`src/sv/srsc_pkg.sv`:
```
// Shared types, constants and the coil table of the stepper ramp controller.
// No dependencies; imported by every module of the block.
`default_nettype none

package srsc_pkg;

    localparam int NUM_MOTORS     = 3;
    localparam int DONE_TOLERANCE = 5;

    localparam int CNT_W    = 16;
    localparam int SEL_W    = 2;
    localparam int ENC_W    = 12;
    localparam int TIME_W   = 32;
    localparam int POS_W    = 32;
    localparam int STEP_W   = 32;
    localparam int COIL_W   = 4;
    localparam int EN_W     = 3;
    localparam int PHASE_W  = 2;
    localparam int CFG_W    = 16;
    localparam int CFG_IDX_W = 2;
    localparam int PROD_W   = 2 * CFG_W;
    localparam int DIST_W   = POS_W + 2;

    localparam int QUEUE_DEPTH = 2;
    localparam int QPTR_W      = (QUEUE_DEPTH > 1) ? $clog2(QUEUE_DEPTH) : 1;
    localparam int QCNT_W      = $clog2(QUEUE_DEPTH + 1);

    localparam int DIV_STEPS = CFG_W;
    localparam int DIV_CNT_W = $clog2(DIV_STEPS + 1);

    // Register indexes on the configuration port
    localparam logic [CFG_IDX_W-1:0] CFG_RAMP_SPAN   = 2'd0;
    localparam logic [CFG_IDX_W-1:0] CFG_START_DELAY = 2'd1;
    localparam logic [CFG_IDX_W-1:0] CFG_MIN_DELAY   = 2'd2;

    localparam int RESET_SPAN  = 100;
    localparam int RESET_START = 5000;
    localparam int RESET_MIN   = 1000;
    localparam int RESET_SLOPE = (RESET_START > RESET_MIN) ?
                                 (RESET_START - RESET_MIN) / RESET_SPAN : 0;

    typedef enum logic {
        KIND_START  = 1'b0,
        KIND_UPDATE = 1'b1
    } item_kind_t;

    typedef enum logic [1:0] {
        BK_IDLE,
        BK_CALC,
        BK_COMMIT
    } back_state_t;

    typedef struct packed {
        item_kind_t              kind;
        logic [CNT_W-1:0]        count;
        logic [POS_W-1:0]        delta;
        logic                    fwd;
        logic [EN_W-1:0]         enable;
        logic [ENC_W-1:0]        enc;
        logic [TIME_W-1:0]       now;
    } item_t;

    typedef struct packed {
        logic [CFG_W-1:0] span;
        logic [CFG_W-1:0] start;
        logic [CFG_W-1:0] min;
        logic [CFG_W-1:0] slope;
    } cfg_t;

    // Two-phase-on full-step sequence
    function automatic logic [COIL_W-1:0] phase_coils(input logic [PHASE_W-1:0] ph);
        logic [COIL_W-1:0] c;
        case (ph)
            2'd0:    c = 4'h5;
            2'd1:    c = 4'h6;
            2'd2:    c = 4'hA;
            2'd3:    c = 4'h9;
            default: c = 4'h0;
        endcase
        return c;
    endfunction

endpackage

`default_nettype wire

```
`src/sv/srsc_cfg.sv`:
```
// Ramp configuration registers and the shift-subtract divider for the slope.
// Depends on srsc_pkg.
`default_nettype none

module srsc_cfg (
    input  wire logic                           clk,
    input  wire logic                           rst_n,
    input  wire logic                           cfg_valid,
    output logic                                cfg_ready,
    input  wire logic [srsc_pkg::CFG_IDX_W-1:0] cfg_index,
    input  wire logic [srsc_pkg::CFG_W-1:0]     cfg_data,
    output srsc_pkg::cfg_t                      cfg,
    output logic                                busy
);
    import srsc_pkg::*;

    logic [CFG_W-1:0]     span_reg, start_reg, min_reg, slope_reg;
    logic [CFG_W-1:0]     span_next, start_next, min_next;
    logic                 busy_reg;
    logic [DIV_CNT_W-1:0] cnt_reg;
    logic [CFG_W-1:0]     quo_reg, rem_reg, den_reg;

    logic                 wr, known;
    logic [CFG_W-1:0]     num, den;
    logic [CFG_W:0]       rem_sh;
    logic                 ge;
    logic [CFG_W-1:0]     rem_new, quo_new;

    assign cfg_ready = !busy_reg;
    assign busy      = busy_reg;
    assign wr        = cfg_valid && cfg_ready;
    assign known     = (cfg_index == CFG_RAMP_SPAN) || (cfg_index == CFG_START_DELAY)
                       || (cfg_index == CFG_MIN_DELAY);

    always_comb
    begin
        span_next  = span_reg;
        start_next = start_reg;
        min_next   = min_reg;
        if (wr)
        begin
            case (cfg_index)
                CFG_RAMP_SPAN:   span_next  = cfg_data;
                CFG_START_DELAY: start_next = cfg_data;
                CFG_MIN_DELAY:   min_next   = cfg_data;
                default:         ;
            endcase
        end
        num = (start_next > min_next) ? (start_next - min_next) : '0;
        den = (span_next == '0) ? CFG_W'(1) : span_next;
    end

    // One quotient bit per cycle
    always_comb
    begin
        rem_sh  = {rem_reg, quo_reg[CFG_W-1]};
        ge      = rem_sh >= {1'b0, den_reg};
        rem_new = ge ? CFG_W'(rem_sh - {1'b0, den_reg}) : rem_sh[CFG_W-1:0];
        quo_new = {quo_reg[CFG_W-2:0], ge};
    end

    always_ff @(posedge clk or negedge rst_n)
    begin
        if (!rst_n)
        begin
            span_reg  <= CFG_W'(RESET_SPAN);
            start_reg <= CFG_W'(RESET_START);
            min_reg   <= CFG_W'(RESET_MIN);
            slope_reg <= CFG_W'(RESET_SLOPE);
            busy_reg  <= 1'b0;
            cnt_reg   <= '0;
        end
        else
        begin
            span_reg  <= span_next;
            start_reg <= start_next;
            min_reg   <= min_next;
            if (wr && known)
            begin
                busy_reg <= 1'b1;
                cnt_reg  <= DIV_CNT_W'(DIV_STEPS);
            end
            else if (busy_reg)
            begin
                cnt_reg <= cnt_reg - 1'b1;
                if (cnt_reg == DIV_CNT_W'(1))
                begin
                    busy_reg  <= 1'b0;
                    slope_reg <= quo_new;
                end
            end
        end
    end

    always_ff @(posedge clk)
    begin
        if (wr && known)
        begin
            quo_reg <= num;
            rem_reg <= '0;
            den_reg <= den;
        end
        else if (busy_reg)
        begin
            quo_reg <= quo_new;
            rem_reg <= rem_new;
        end
    end

    assign cfg.span  = span_reg;
    assign cfg.start = start_reg;
    assign cfg.min   = min_reg;
    assign cfg.slope = slope_reg;

endmodule

`default_nettype wire

```
`src/sv/srsc_front.sv`:
```
// Input side: accepts beats, decodes start/update and pre-computes the
// target delta and motor enable. Depends on srsc_pkg.
`default_nettype none

module srsc_front (
    input  wire logic                        in_valid,
    output logic                             in_stall,
    input  wire logic                        operation,
    input  wire logic [srsc_pkg::CNT_W-1:0]  move_count,
    input  wire logic                        move_forward,
    input  wire logic [srsc_pkg::SEL_W-1:0]  motor_select,
    input  wire logic [srsc_pkg::ENC_W-1:0]  encoder_position,
    input  wire logic [srsc_pkg::TIME_W-1:0] now_us,
    input  wire logic                        cfg_busy,
    input  wire logic                        q_full,
    output logic                             push,
    output srsc_pkg::item_t                  item
);
    import srsc_pkg::*;

    logic [POS_W-1:0] count_ext;

    assign in_stall  = cfg_busy || q_full;
    assign push      = in_valid && !in_stall;
    assign count_ext = {{(POS_W-CNT_W){1'b0}}, move_count};

    always_comb
    begin
        item.kind   = operation ? KIND_UPDATE : KIND_START;
        item.count  = move_count;
        item.delta  = move_forward ? count_ext : (POS_W'(0) - count_ext);
        item.fwd    = move_forward;
        item.enable = (int'(motor_select) < NUM_MOTORS) ? EN_W'(1 << motor_select) : '0;
        item.enc    = encoder_position;
        item.now    = now_us;
    end

endmodule

`default_nettype wire

```
`src/sv/srsc_queue.sv`:
```
// Short FIFO of decoded items between the front and the back.
// Depends on srsc_pkg.
`default_nettype none

module srsc_queue (
    input  wire logic            clk,
    input  wire logic            rst_n,
    input  wire logic            push,
    input  wire srsc_pkg::item_t push_item,
    input  wire logic            pop,
    output srsc_pkg::item_t      head,
    output logic                 full,
    output logic                 empty
);
    import srsc_pkg::*;

    item_t             slots_reg [QUEUE_DEPTH];
    logic [QPTR_W-1:0] wr_ptr_reg, rd_ptr_reg;
    logic [QCNT_W-1:0] count_reg;

    assign full  = count_reg == QCNT_W'(QUEUE_DEPTH);
    assign empty = count_reg == '0;
    assign head  = slots_reg[rd_ptr_reg];

    always_ff @(posedge clk or negedge rst_n)
    begin
        if (!rst_n)
        begin
            wr_ptr_reg <= '0;
            rd_ptr_reg <= '0;
            count_reg  <= '0;
        end
        else
        begin
            if (push)
                wr_ptr_reg <= (wr_ptr_reg == QPTR_W'(QUEUE_DEPTH - 1)) ? '0
                                                                       : wr_ptr_reg + 1'b1;
            if (pop)
                rd_ptr_reg <= (rd_ptr_reg == QPTR_W'(QUEUE_DEPTH - 1)) ? '0
                                                                       : rd_ptr_reg + 1'b1;
            if (push && !pop)
                count_reg <= count_reg + 1'b1;
            else if (pop && !push)
                count_reg <= count_reg - 1'b1;
        end
    end

    always_ff @(posedge clk)
    begin
        if (push)
            slots_reg[wr_ptr_reg] <= push_item;
    end

endmodule

`default_nettype wire

```
`src/sv/srsc_back.sv`:
```
// Execution side: distance check, ramp delay (one registered multiply),
// step decision, motion state and the result register. Depends on srsc_pkg.
`default_nettype none

module srsc_back (
    input  wire logic                        clk,
    input  wire logic                        rst_n,
    input  wire srsc_pkg::cfg_t              cfg,
    input  wire srsc_pkg::item_t             head,
    input  wire logic                        q_empty,
    output logic                             pop,
    output logic                             out_valid,
    input  wire logic                        out_stall,
    output logic [srsc_pkg::COIL_W-1:0]      coil_pattern,
    output logic [srsc_pkg::EN_W-1:0]        motor_enables,
    output logic                             move_done,
    output logic                             step_taken
);
    import srsc_pkg::*;

    back_state_t state_reg, state_next;
    logic        load, calc, commit;
    logic        out_free;

    // working item and calc-stage results
    item_t             item_reg;
    logic [PROD_W-1:0] prod_reg;
    logic              use_min_reg;
    logic              near_reg;

    // motion state
    logic [PHASE_W-1:0] phase_reg;
    logic [POS_W-1:0]   target_reg;
    logic               dir_reg;
    logic [TIME_W-1:0]  stamp_reg;
    logic [STEP_W-1:0]  done_cnt_reg, left_cnt_reg;
    logic [EN_W-1:0]    enables_reg;
    logic [COIL_W-1:0]  coil_reg;
    logic               out_valid_reg, done_out_reg, step_out_reg;

    logic signed [DIST_W-1:0] pos_err;
    logic                     near;
    logic                     ramp_up, ramp_down;
    logic [CFG_W-1:0]         mul_b;
    logic [TIME_W-1:0]        delay, elapsed;
    logic                     take;
    logic [PHASE_W-1:0]       phase_step;

    assign out_free = !out_valid_reg || !out_stall;

    always_ff @(posedge clk or negedge rst_n)
    begin
        if (!rst_n)
            state_reg <= BK_IDLE;
        else
            state_reg <= state_next;
    end

    always_comb
    begin
        state_next = state_reg;
        load       = 1'b0;
        calc       = 1'b0;
        commit     = 1'b0;
        pop        = 1'b0;
        case (state_reg)
            BK_IDLE:
            begin
                if (!q_empty)
                begin
                    pop        = 1'b1;
                    load       = 1'b1;
                    state_next = BK_CALC;
                end
            end
            BK_CALC:
            begin
                calc       = 1'b1;
                state_next = BK_COMMIT;
            end
            BK_COMMIT:
            begin
                if (out_free)
                begin
                    commit = 1'b1;
                    if (!q_empty)
                    begin
                        pop        = 1'b1;
                        load       = 1'b1;
                        state_next = BK_CALC;
                    end
                    else
                        state_next = BK_IDLE;
                end
            end
            default: state_next = BK_IDLE;
        endcase
    end

    // calc stage: distance to target and ramp operand
    always_comb
    begin
        pos_err = $signed({{(DIST_W-ENC_W){1'b0}}, item_reg.enc})
                  - $signed({{(DIST_W-POS_W){target_reg[POS_W-1]}}, target_reg});
        near = (pos_err < DIST_W'(DONE_TOLERANCE)) && (pos_err > -DIST_W'(DONE_TOLERANCE));
        ramp_up   = done_cnt_reg < {{(STEP_W-CFG_W){1'b0}}, cfg.span};
        ramp_down = left_cnt_reg < {{(STEP_W-CFG_W){1'b0}}, cfg.span};
        // in either ramp branch the count is below the span, so it fits CFG_W
        mul_b = ramp_up ? done_cnt_reg[CFG_W-1:0] : left_cnt_reg[CFG_W-1:0];
    end

    always_ff @(posedge clk)
    begin
        if (load)
            item_reg <= head;
        if (calc)
        begin
            prod_reg    <= PROD_W'(cfg.slope) * PROD_W'(mul_b);
            use_min_reg <= !ramp_up && !ramp_down;
            near_reg    <= near;
        end
    end

    // commit stage: step decision
    always_comb
    begin
        delay = use_min_reg ? {{(TIME_W-CFG_W){1'b0}}, cfg.min}
                            : ({{(TIME_W-CFG_W){1'b0}}, cfg.start} - prod_reg);
        elapsed    = item_reg.now - stamp_reg;
        take       = (item_reg.kind == KIND_UPDATE) && !near_reg && (elapsed > delay);
        phase_step = dir_reg ? (phase_reg + 1'b1) : (phase_reg - 1'b1);
    end

    always_ff @(posedge clk or negedge rst_n)
    begin
        if (!rst_n)
        begin
            phase_reg     <= '0;
            target_reg    <= '0;
            dir_reg       <= 1'b0;
            stamp_reg     <= '0;
            done_cnt_reg  <= '0;
            left_cnt_reg  <= '0;
            enables_reg   <= '0;
            coil_reg      <= '0;
            out_valid_reg <= 1'b0;
            done_out_reg  <= 1'b0;
            step_out_reg  <= 1'b0;
        end
        else
        begin
            out_valid_reg <= commit || (out_valid_reg && out_stall);
            if (commit)
            begin
                done_out_reg <= (item_reg.kind == KIND_UPDATE) && near_reg;
                step_out_reg <= take;
                if (item_reg.kind == KIND_START)
                begin
                    target_reg   <= target_reg + item_reg.delta;
                    dir_reg      <= item_reg.fwd;
                    stamp_reg    <= item_reg.now;
                    done_cnt_reg <= '0;
                    left_cnt_reg <= {{(STEP_W-CNT_W){1'b0}}, item_reg.count};
                    enables_reg  <= item_reg.enable;
                end
                else if (near_reg)
                    coil_reg <= '0;
                else if (take)
                begin
                    stamp_reg <= item_reg.now;
                    if (done_cnt_reg != '1)
                        done_cnt_reg <= done_cnt_reg + 1'b1;
                    if (left_cnt_reg != '0)
                        left_cnt_reg <= left_cnt_reg - 1'b1;
                    phase_reg <= phase_step;
                    coil_reg  <= phase_coils(phase_step);
                end
            end
        end
    end

    // coil and enable state only change on commit, which waits for a free output
    assign out_valid     = out_valid_reg;
    assign coil_pattern  = coil_reg;
    assign motor_enables = enables_reg;
    assign move_done     = done_out_reg;
    assign step_taken    = step_out_reg;

endmodule

`default_nettype wire

```
`src/sv/stepper_ramp_step_controller.sv`:
```
// An accepted input beat is queued, then loaded from the queue, ramp-multiplied and
// committed to the result register. The back end takes a new item only as it commits the
// previous one, and a stalled result holds it; a 2-entry queue absorbs bursts.
// A configuration write to a known register starts the slope division, during which
// cfg_ready and acceptance of input beats are held off.
// Reset clears all motion state, coils off, enables off; ramp regs load 100/5000/1000.
`default_nettype none

module stepper_ramp_step_controller (
    input  wire logic                           clk,
    input  wire logic                           rst_n,
    input  wire logic                           in_valid,
    output logic                                in_stall,
    input  wire logic                           operation,
    input  wire logic [srsc_pkg::CNT_W-1:0]     move_count,
    input  wire logic                           move_forward,
    input  wire logic [srsc_pkg::SEL_W-1:0]     motor_select,
    input  wire logic [srsc_pkg::ENC_W-1:0]     encoder_position,
    input  wire logic [srsc_pkg::TIME_W-1:0]    now_us,
    output logic                                out_valid,
    input  wire logic                           out_stall,
    output logic [srsc_pkg::COIL_W-1:0]         coil_pattern,
    output logic [srsc_pkg::EN_W-1:0]           motor_enables,
    output logic                                move_done,
    output logic                                step_taken,
    input  wire logic                           cfg_valid,
    output logic                                cfg_ready,
    input  wire logic [srsc_pkg::CFG_IDX_W-1:0] cfg_index,
    input  wire logic [srsc_pkg::CFG_W-1:0]     cfg_data
);
    import srsc_pkg::*;

    cfg_t  cfg;
    logic  cfg_busy;
    logic  push, pop, q_full, q_empty;
    item_t push_item, head;

    srsc_cfg u_cfg (
        .clk       (clk),
        .rst_n     (rst_n),
        .cfg_valid (cfg_valid),
        .cfg_ready (cfg_ready),
        .cfg_index (cfg_index),
        .cfg_data  (cfg_data),
        .cfg       (cfg),
        .busy      (cfg_busy)
    );

    srsc_front u_front (
        .in_valid         (in_valid),
        .in_stall         (in_stall),
        .operation        (operation),
        .move_count       (move_count),
        .move_forward     (move_forward),
        .motor_select     (motor_select),
        .encoder_position (encoder_position),
        .now_us           (now_us),
        .cfg_busy         (cfg_busy),
        .q_full           (q_full),
        .push             (push),
        .item             (push_item)
    );

    srsc_queue u_queue (
        .clk       (clk),
        .rst_n     (rst_n),
        .push      (push),
        .push_item (push_item),
        .pop       (pop),
        .head      (head),
        .full      (q_full),
        .empty     (q_empty)
    );

    srsc_back u_back (
        .clk           (clk),
        .rst_n         (rst_n),
        .cfg           (cfg),
        .head          (head),
        .q_empty       (q_empty),
        .pop           (pop),
        .out_valid     (out_valid),
        .out_stall     (out_stall),
        .coil_pattern  (coil_pattern),
        .motor_enables (motor_enables),
        .move_done     (move_done),
        .step_taken    (step_taken)
    );

endmodule

`default_nettype wire

```
`config.mk`:
```
export PLATFORM = sky130hd
export DESIGN_NAME = stepper_ramp_step_controller
export DESIGN_NICKNAME = d
export VERILOG_FILES = /design/src/sv/srsc_pkg.sv /design/src/sv/srsc_cfg.sv /design/src/sv/srsc_front.sv /design/src/sv/srsc_queue.sv /design/src/sv/srsc_back.sv /design/src/sv/stepper_ramp_step_controller.sv
export SDC_FILE = /design/constraint.sdc
export NUM_CORES = 2
export LEC_CHECK = 0
export BUFFER_PORTS_ARGS = -buffer_cell sky130_fd_sc_hd__buf_2
export CORE_MARGIN = 2
export CORE_UTILIZATION = 35
export DETAILED_ROUTE_END_ITERATION = 10
export SYNTH_ARGS = -nofsm -noshare
export SYNTH_HDL_FRONTEND = slang
export SYNTH_HIERARCHICAL = 1
export SYNTH_SLANG_ARGS = --single-unit
```
`constraint.sdc`:
```
create_clock -name clk -period 24 [get_ports clk]
set_input_delay 1.2 -clock clk [delete_from_list [all_inputs] [get_ports clk]]
set_output_delay 1.2 -clock clk [all_outputs]
set_load 0.03 [all_outputs]
```
Word-level counts from Yosys, hierarchy flattened

Memories as Yosys holds them, arrays and structs flattened. A register that Yosys moved wholly into a read port is not among the register bits.
Cells that the tools add are included.

Register bits: 299
Latch bits: 0
RAM bits: 194
Bits in read-only memories: 0
Bits of input ports: 87
Output and inout port bits: 12
Word-level logic and storage cells: 166
Memories kept: 1

$add $sub $neg: 16
$mul: 1
Div/mod/pow operators: 0
Order comparisons: 8
Eq/ne operators: 16
Shifts and indexed selects: 1
Muxes and demuxes: 51
Bitwise gates (word level): 3
Reductions and logical operators: 42

Memories:

| memory            | words | bits a word | rd ports | clocked after memory_dff | write ports | line             | RTL |
|---|---|---|---|---|---|---|---|
| u_queue.slots_reg | 2     | 97          | 1        | 1                        | 1           | srsc_queue.sv:17 | `item_t slots_reg [QUEUE_DEPTH];` |

Operator list:

| operator                                                       | count |
|---|---|
| 2-to-1 mux 32 bit                                              | 13 |
| 2-to-1 mux 16 bit                                              | 11 |
| < comparator 32 x 16 -> 1 bit                                  | 2 |
| greater-than comparator 34 x 4 -> 1 bit, second input constant | 1 |
| < comparator 34 x 4 -> 1 bit, second input constant            | 1 |
| subtractor 13 x 32 -> 33 bit                                   | 1 |
| adder 32 x 1 -> 32 bit, second input constant                  | 1 |
| adder 32 bit                                                   | 1 |
| greater-than comparator 32 bit                                 | 1 |
| multiplier 16 x 16 -> 32 bit                                   | 1 |
| != test 32 bit, second input constant                          | 1 |
| nonzero test 32 bit                                            | 1 |
| subtractor 16 bit                                              | 2 |
| subtractor 16 x 32 -> 32 bit                                   | 1 |
| subtractor 32 x 1 -> 32 bit, second input constant             | 1 |
| subtractor 32 bit                                              | 1 |
| greater-or-equal comparator 17 x 16 -> 1 bit                   | 1 |
| subtractor 1 x 16 -> 17 bit, first input constant              | 1 |
| greater-than comparator 16 bit                                 | 1 |
| zero test 16 bit                                               | 1 |
| one-hot mux 4 bit (4 select lines)                             | 1 |
| 2-to-1 mux 1 bit                                               | 14 |
| AND reduction 4 bit                                            | 3 |
| logical AND 1 bit                                              | 11 |
| other kinds (24)                                               | 65 |

Longest topological paths before layout

Depth in word-level cells: 8
Mapped depth: 35
Gate-level depth less buffers: 34

Cells and area by module

Netlist, hierarchy kept.

By module, submodules not included:

| module     | times used | cells each | area each (um^2) | sequential area each (um^2) |
|---|---|---|---|---|
| srsc_back  | 1          | 2749       | 25782.2          | 7512.2 |
| srsc_queue | 1          | 318        | 7259.5           | 5925.7 |
| srsc_cfg   | 1          | 612        | 6580.1           | 3052.9 |
| srsc_front | 1          | 136        | 964.7            | 0.0 |

Worst setup path after synthesis

OpenSTA, ideal clock, no wires.

Path type: input to register
From: input port out_stall
To: register u_queue.count_reg[1]
Setup time: 0.079 ns
Data arrival time: 9.813 ns
Data required time: 23.921 ns
Slack: 14.108 ns
Stages on the path: 5
Path buffers: 0
Cells stage by stage: a311oi_1 > inv_1 > ha_1 > nor2_1 > xor2_1

Cells in the longest elaborated chain, start to end: 7
Elaborated cells between the ends (all ways): 9
Those cells by class: mux (3); reduce/logical (6)

Ends and longest elaborated chain:

| what                                                          | line                               | RTL |
|---|---|---|
| from (decl)                                                   | stepper_ramp_step_controller.sv:21 | `input wire logic out_stall,` |
| zero test 1 bit *                                             | srsc_back.sv:49                    | `assign out_free = !out_valid_reg \|\| !out_stall;` |
| logical OR 1 bit *                                            | srsc_back.sv:49                    |  |
| 2-to-1 mux 1 bit *                                            | srsc_back.sv:83                    | `if (out_free)` |
| one-hot mux 1 bit (2 select lines) *                          | srsc_back.sv:66                    | `case (state_reg)` |
| zero test 1 bit                                               | srsc_queue.sv:41                   | `if (push && !pop)` |
| logical AND 1 bit                                             | srsc_queue.sv:41                   |  |
| 2-to-1 mux 2 bit / nonzero test 2 bit (equally long branches) | n/a                                |  |
| to (signal assigned)                                          | srsc_queue.sv:42                   | `count_reg <= count_reg + 1'b1;` |
| to (signal assigned)                                          | srsc_queue.sv:44                   | `count_reg <= count_reg - 1'b1;` |
| to (decl)                                                     | srsc_queue.sv:19                   | `logic [QCNT_W-1:0] count_reg;` |

Every way passes the cells marked *; elsewhere a longest branch is shown, timed or not.
A chain may end at the register's enable or synchronous reset.

Worst setup path in the final report

From: register u_back.done_cnt_reg[23]
To: register u_back.prod_reg[30] (data pin)

Cells in the longest elaborated chain, start to end: 3

Ends and longest elaborated chain:

| what                          | line             | RTL |
|---|---|---|
| from (decl)                   | srsc_back.sv:36  | `logic [STEP_W-1:0] done_cnt_reg, left_cnt_reg;` |
| from (signal assigned)        | srsc_back.sv:172 | `done_cnt_reg <= done_cnt_reg + 1'b1;` |
| < comparator 32 x 16 -> 1 bit | srsc_back.sv:106 | `ramp_up = done_cnt_reg < {{(STEP_W-CFG_W){1'b0}}, cfg.span};` |
| 2-to-1 mux 16 bit             | srsc_back.sv:109 | `mul_b = ramp_up ? done_cnt_reg[CFG_W-1:0] : left_cnt_reg[CFG_W-1:0];` |
| multiplier 16 x 16 -> 32 bit  | srsc_back.sv:118 | `prod_reg <= PROD_W'(cfg.slope) * PROD_W'(mul_b);` |
| to (signal assigned)          | srsc_back.sv:118 |  |
| to (decl)                     | srsc_back.sv:27  | `logic [PROD_W-1:0] prod_reg;` |

No other way between the ends.

==> impl_metrics.env <==
export IMPL_clkSlewWorstSetupHoldPaths_ps=60
export IMPL_grt_max_degree=102
export IMPL_slowest_stage="nor4_1"
export IMPL_clkSinkCount=590
export IMPL_fin_nets=4395
export IMPL_finalInstanceArea_um2=44220
export IMPL_wl_per_cell_um=18.34
export IMPL_drv_cap=0
export IMPL_antenna_left=0
export IMPL_min_path_type="flop to flop"
export IMPL_grt_use_total=0.1665
export IMPL_status="finished, final reports clean"
export IMPL_place_hpwl_mm=73.17
export IMPL_fill_cells=11230
export IMPL_setup_slack_ps=15320
export IMPL_die_area_um2=118700
export IMPL_slew_violations=0
export IMPL_numCtsBuffers=61
export IMPL_final_common_cell="inv_1"
export IMPL_dr_total_vias=27500
export IMPL_syn_avg_cell_area_um2=10.64
export IMPL_post_place_ws_ps=15380
export IMPL_drive_gt1_frac=0.1220
export IMPL_antenna_found_initial=6
export IMPL_diodes=0
export IMPL_drtPass1Iterations=5
export IMPL_p_leak_uw=0.01903
export IMPL_cts_resized=0
export IMPL_setup_viol=0
export IMPL_p_per_area_nw_per_um2=135.0
export IMPL_max_slew_margin_rel=0.2257
export IMPL_portBuffers=98
export IMPL_drt_iter0_drc=1837
export IMPL_insertion_delay_ps=660
export IMPL_rrSetupSlack_ps=15320
export IMPL_async_flop_share=0.3678
export IMPL_fp_coreArea_um2=114700
export IMPL_report_final_hold_viol_count=0
export IMPL_cts_tree="built"
export IMPL_syn_nets=4393
export IMPL_cts_buffer_depth=3
export IMPL_crit_top_cell="fa_1"
export IMPL_crit_path_max_fanout=17
export IMPL_gp_congestion=0.8769
export IMPL_grt_setup_unrepaired="false"
export IMPL_clock_skew_ps=39.37
export IMPL_cts_hold_buf=0
export IMPL_worst_slew_pin_slew_ps=1157
export IMPL_synth_cells=3815
export IMPL_start_kind="flop"
export IMPL_synth_edf_count=357
export IMPL_synthToLayoutAreaGrowth_pct=8.949
export IMPL_ir_worst_vdd_v=0.0001550
export IMPL_fmax_ghz=0.1152
export IMPL_required_ps=24410
export IMPL_cts_htree_levels=2
export IMPL_die_h_um=344.5
export IMPL_grt_pass1_wl_mm=155.6
export IMPL_grt_pass1_vias=27770
export IMPL_grt_ovfl_total=0
export IMPL_critical_path_max_stage_delay_ps=590
export IMPL_finalCriticalPeriod_ps=8683
export IMPL_drc=0
export IMPL_via_per_inst=5.110
export IMPL_rows=124
export IMPL_place_area_um2=42180
export IMPL_crit_arrival_ps=9090
export IMPL_worstSetupPathType="flop to flop"
export IMPL_final_cell_mix="406 x inv_1, 372 x nand2_1, 357 x edfxtp_1"
export IMPL_min_period_over_period=0.3618
export IMPL_initial_core_util=0.3540
export IMPL_setup_tns_final_ps=0
export IMPL_ys_types=109
export IMPL_ys_seq_area_frac=0.4063
export IMPL_routed_wl_mm=98.68
export IMPL_synth_main_ff_cell="edfxtp_1"
export IMPL_syn_cell_area_um2=40590
export IMPL_cts_root_buf="clkbuf_16"
export IMPL_dieWidth_um=344.5
export IMPL_synth_ff_latch_count=590
export IMPL_ys_warn_count=6
export IMPL_postCtsSetupBuffers=0
export IMPL_largest_reg_flops=194
export IMPL_cp_end_kind="flop"
export IMPL_io_pins=99
-- power breakdown --
part           internal, uW  switching (uW)
clock                   548             413
combinational          1350            1830
sequential             1500             328
total                  3400            2580
-- metal layers --
metal / routed length (um) / GRT usage
met2: 45190 / 0.2680
met4: 2776 / 0.04982
met1: 45350 / 0.2271
met5: 0 / 0
met3: 5364 / 0.03202
-- kinds of logic after synthesis --
family,after synthesis,share of synthesized area
AOI/OAI and AO/OA,636,0.1018
xor gates and xnor gates,204,0.04402
adders and majority gates,492,0.1886
buffers and inverters,601,0.06539
DFF,590,0.4063
muxes,195,0.05654
and+or+nand+nor,1097,0.1373
-- cell type report --
type	count	area, um2	share of cell area
Inverter	411	1544	0.03492
Tap cell	1512	1892	0.04278
Multi-Input combinational cell	2624	21510	0.4864
Timing Repair Buffer	129	745.7	0.01686
Sequential cell	590	16490	0.3730
Clock buffer	82	1677	0.03792
Clock inverter	34	359.1	0.008121
-- worst paths after layout --
path,from,end,cells after the start
max,u_back/done_cnt_reg[23],u_back/prod_reg[30],29
max reg2reg,u_back/done_cnt_reg[23],u_back/prod_reg[30],29
min in group asynchronous,rst_n,u_back/left_cnt_reg[2],1
max in group asynchronous,rst_n,u_back/stamp_reg[7],3
min,u_back/item_reg[45],u_back/motor_enables[1],2
min reg2reg,u_back/item_reg[45],u_back/motor_enables[1],2
-- stage by stage --
stage	utilization	instances	hold slack, ps	power [uW]
after floorplan	-	3815	414.6	4207
after global placement	0.3679	5266	417.5	4976
after detailed placement	0.3679	5266	431.6	5029
after CTS	0.3857	5382	448.2	6021
after global routing	0.3857	5382	456.5	6511
final	0.3857	5382	441.6	5971
-- critical path, delay by kind of cell (launching register included) --
| family | cells | cell delay (ps) |
|---|---|---|
| adder cells (fa/ha/maj) | 7 | 3480 |
| multiplexers | 1 | 520 |
| XOR/XNOR | 1 | 120 |
| AO/OA/AOI/OAI | 5 | 830 |
| flip-flops | 1 | 420 |
| AND/OR/NAND/NOR | 10 | 2560 |
| buffers and inverters | 5 | 480 |
-- cell usage after synthesis (all sizes together) (7+ instances only) --
master	n	area, um2
inv	410	1539
nand2	373	1400
edfxtp	357	10720
ha	291	3641
dfrtp	201	5030
fa	200	4004
nor2	179	674.4
a21oi	170	865.8
mux2	165	1941
o21ai	163	823.3
xnor2	138	1209
buf	115	828.3
and2	88	550.5
a21o	76	570.6
clkbuf	75	281.5
nor2b	73	456.7
nor3	71	386.6
xor2	66	578.1
nand3	54	275.3
nand2b	51	319.1
or3	39	259.0
nor4	35	240.2
and3	34	222.7
mux2i	30	354.1
nand4	29	181.4
a31oi	24	156.4
o21a	23	180.2
a211oi	21	157.7
a22o	19	166.4
or4	18	138.9
dfstp	16	420.4
dfxtp	16	320.3
o211ai	16	125.1
o21bai	15	112.6
and4	12	105.1
o31ai	12	90.09
a2111oi	8	76.32
nor4b	8	70.07
o41ai	8	85.08
or2	8	50.05
o22ai	7	43.79
No activity file was read; power rests on OpenSTA's default activity.
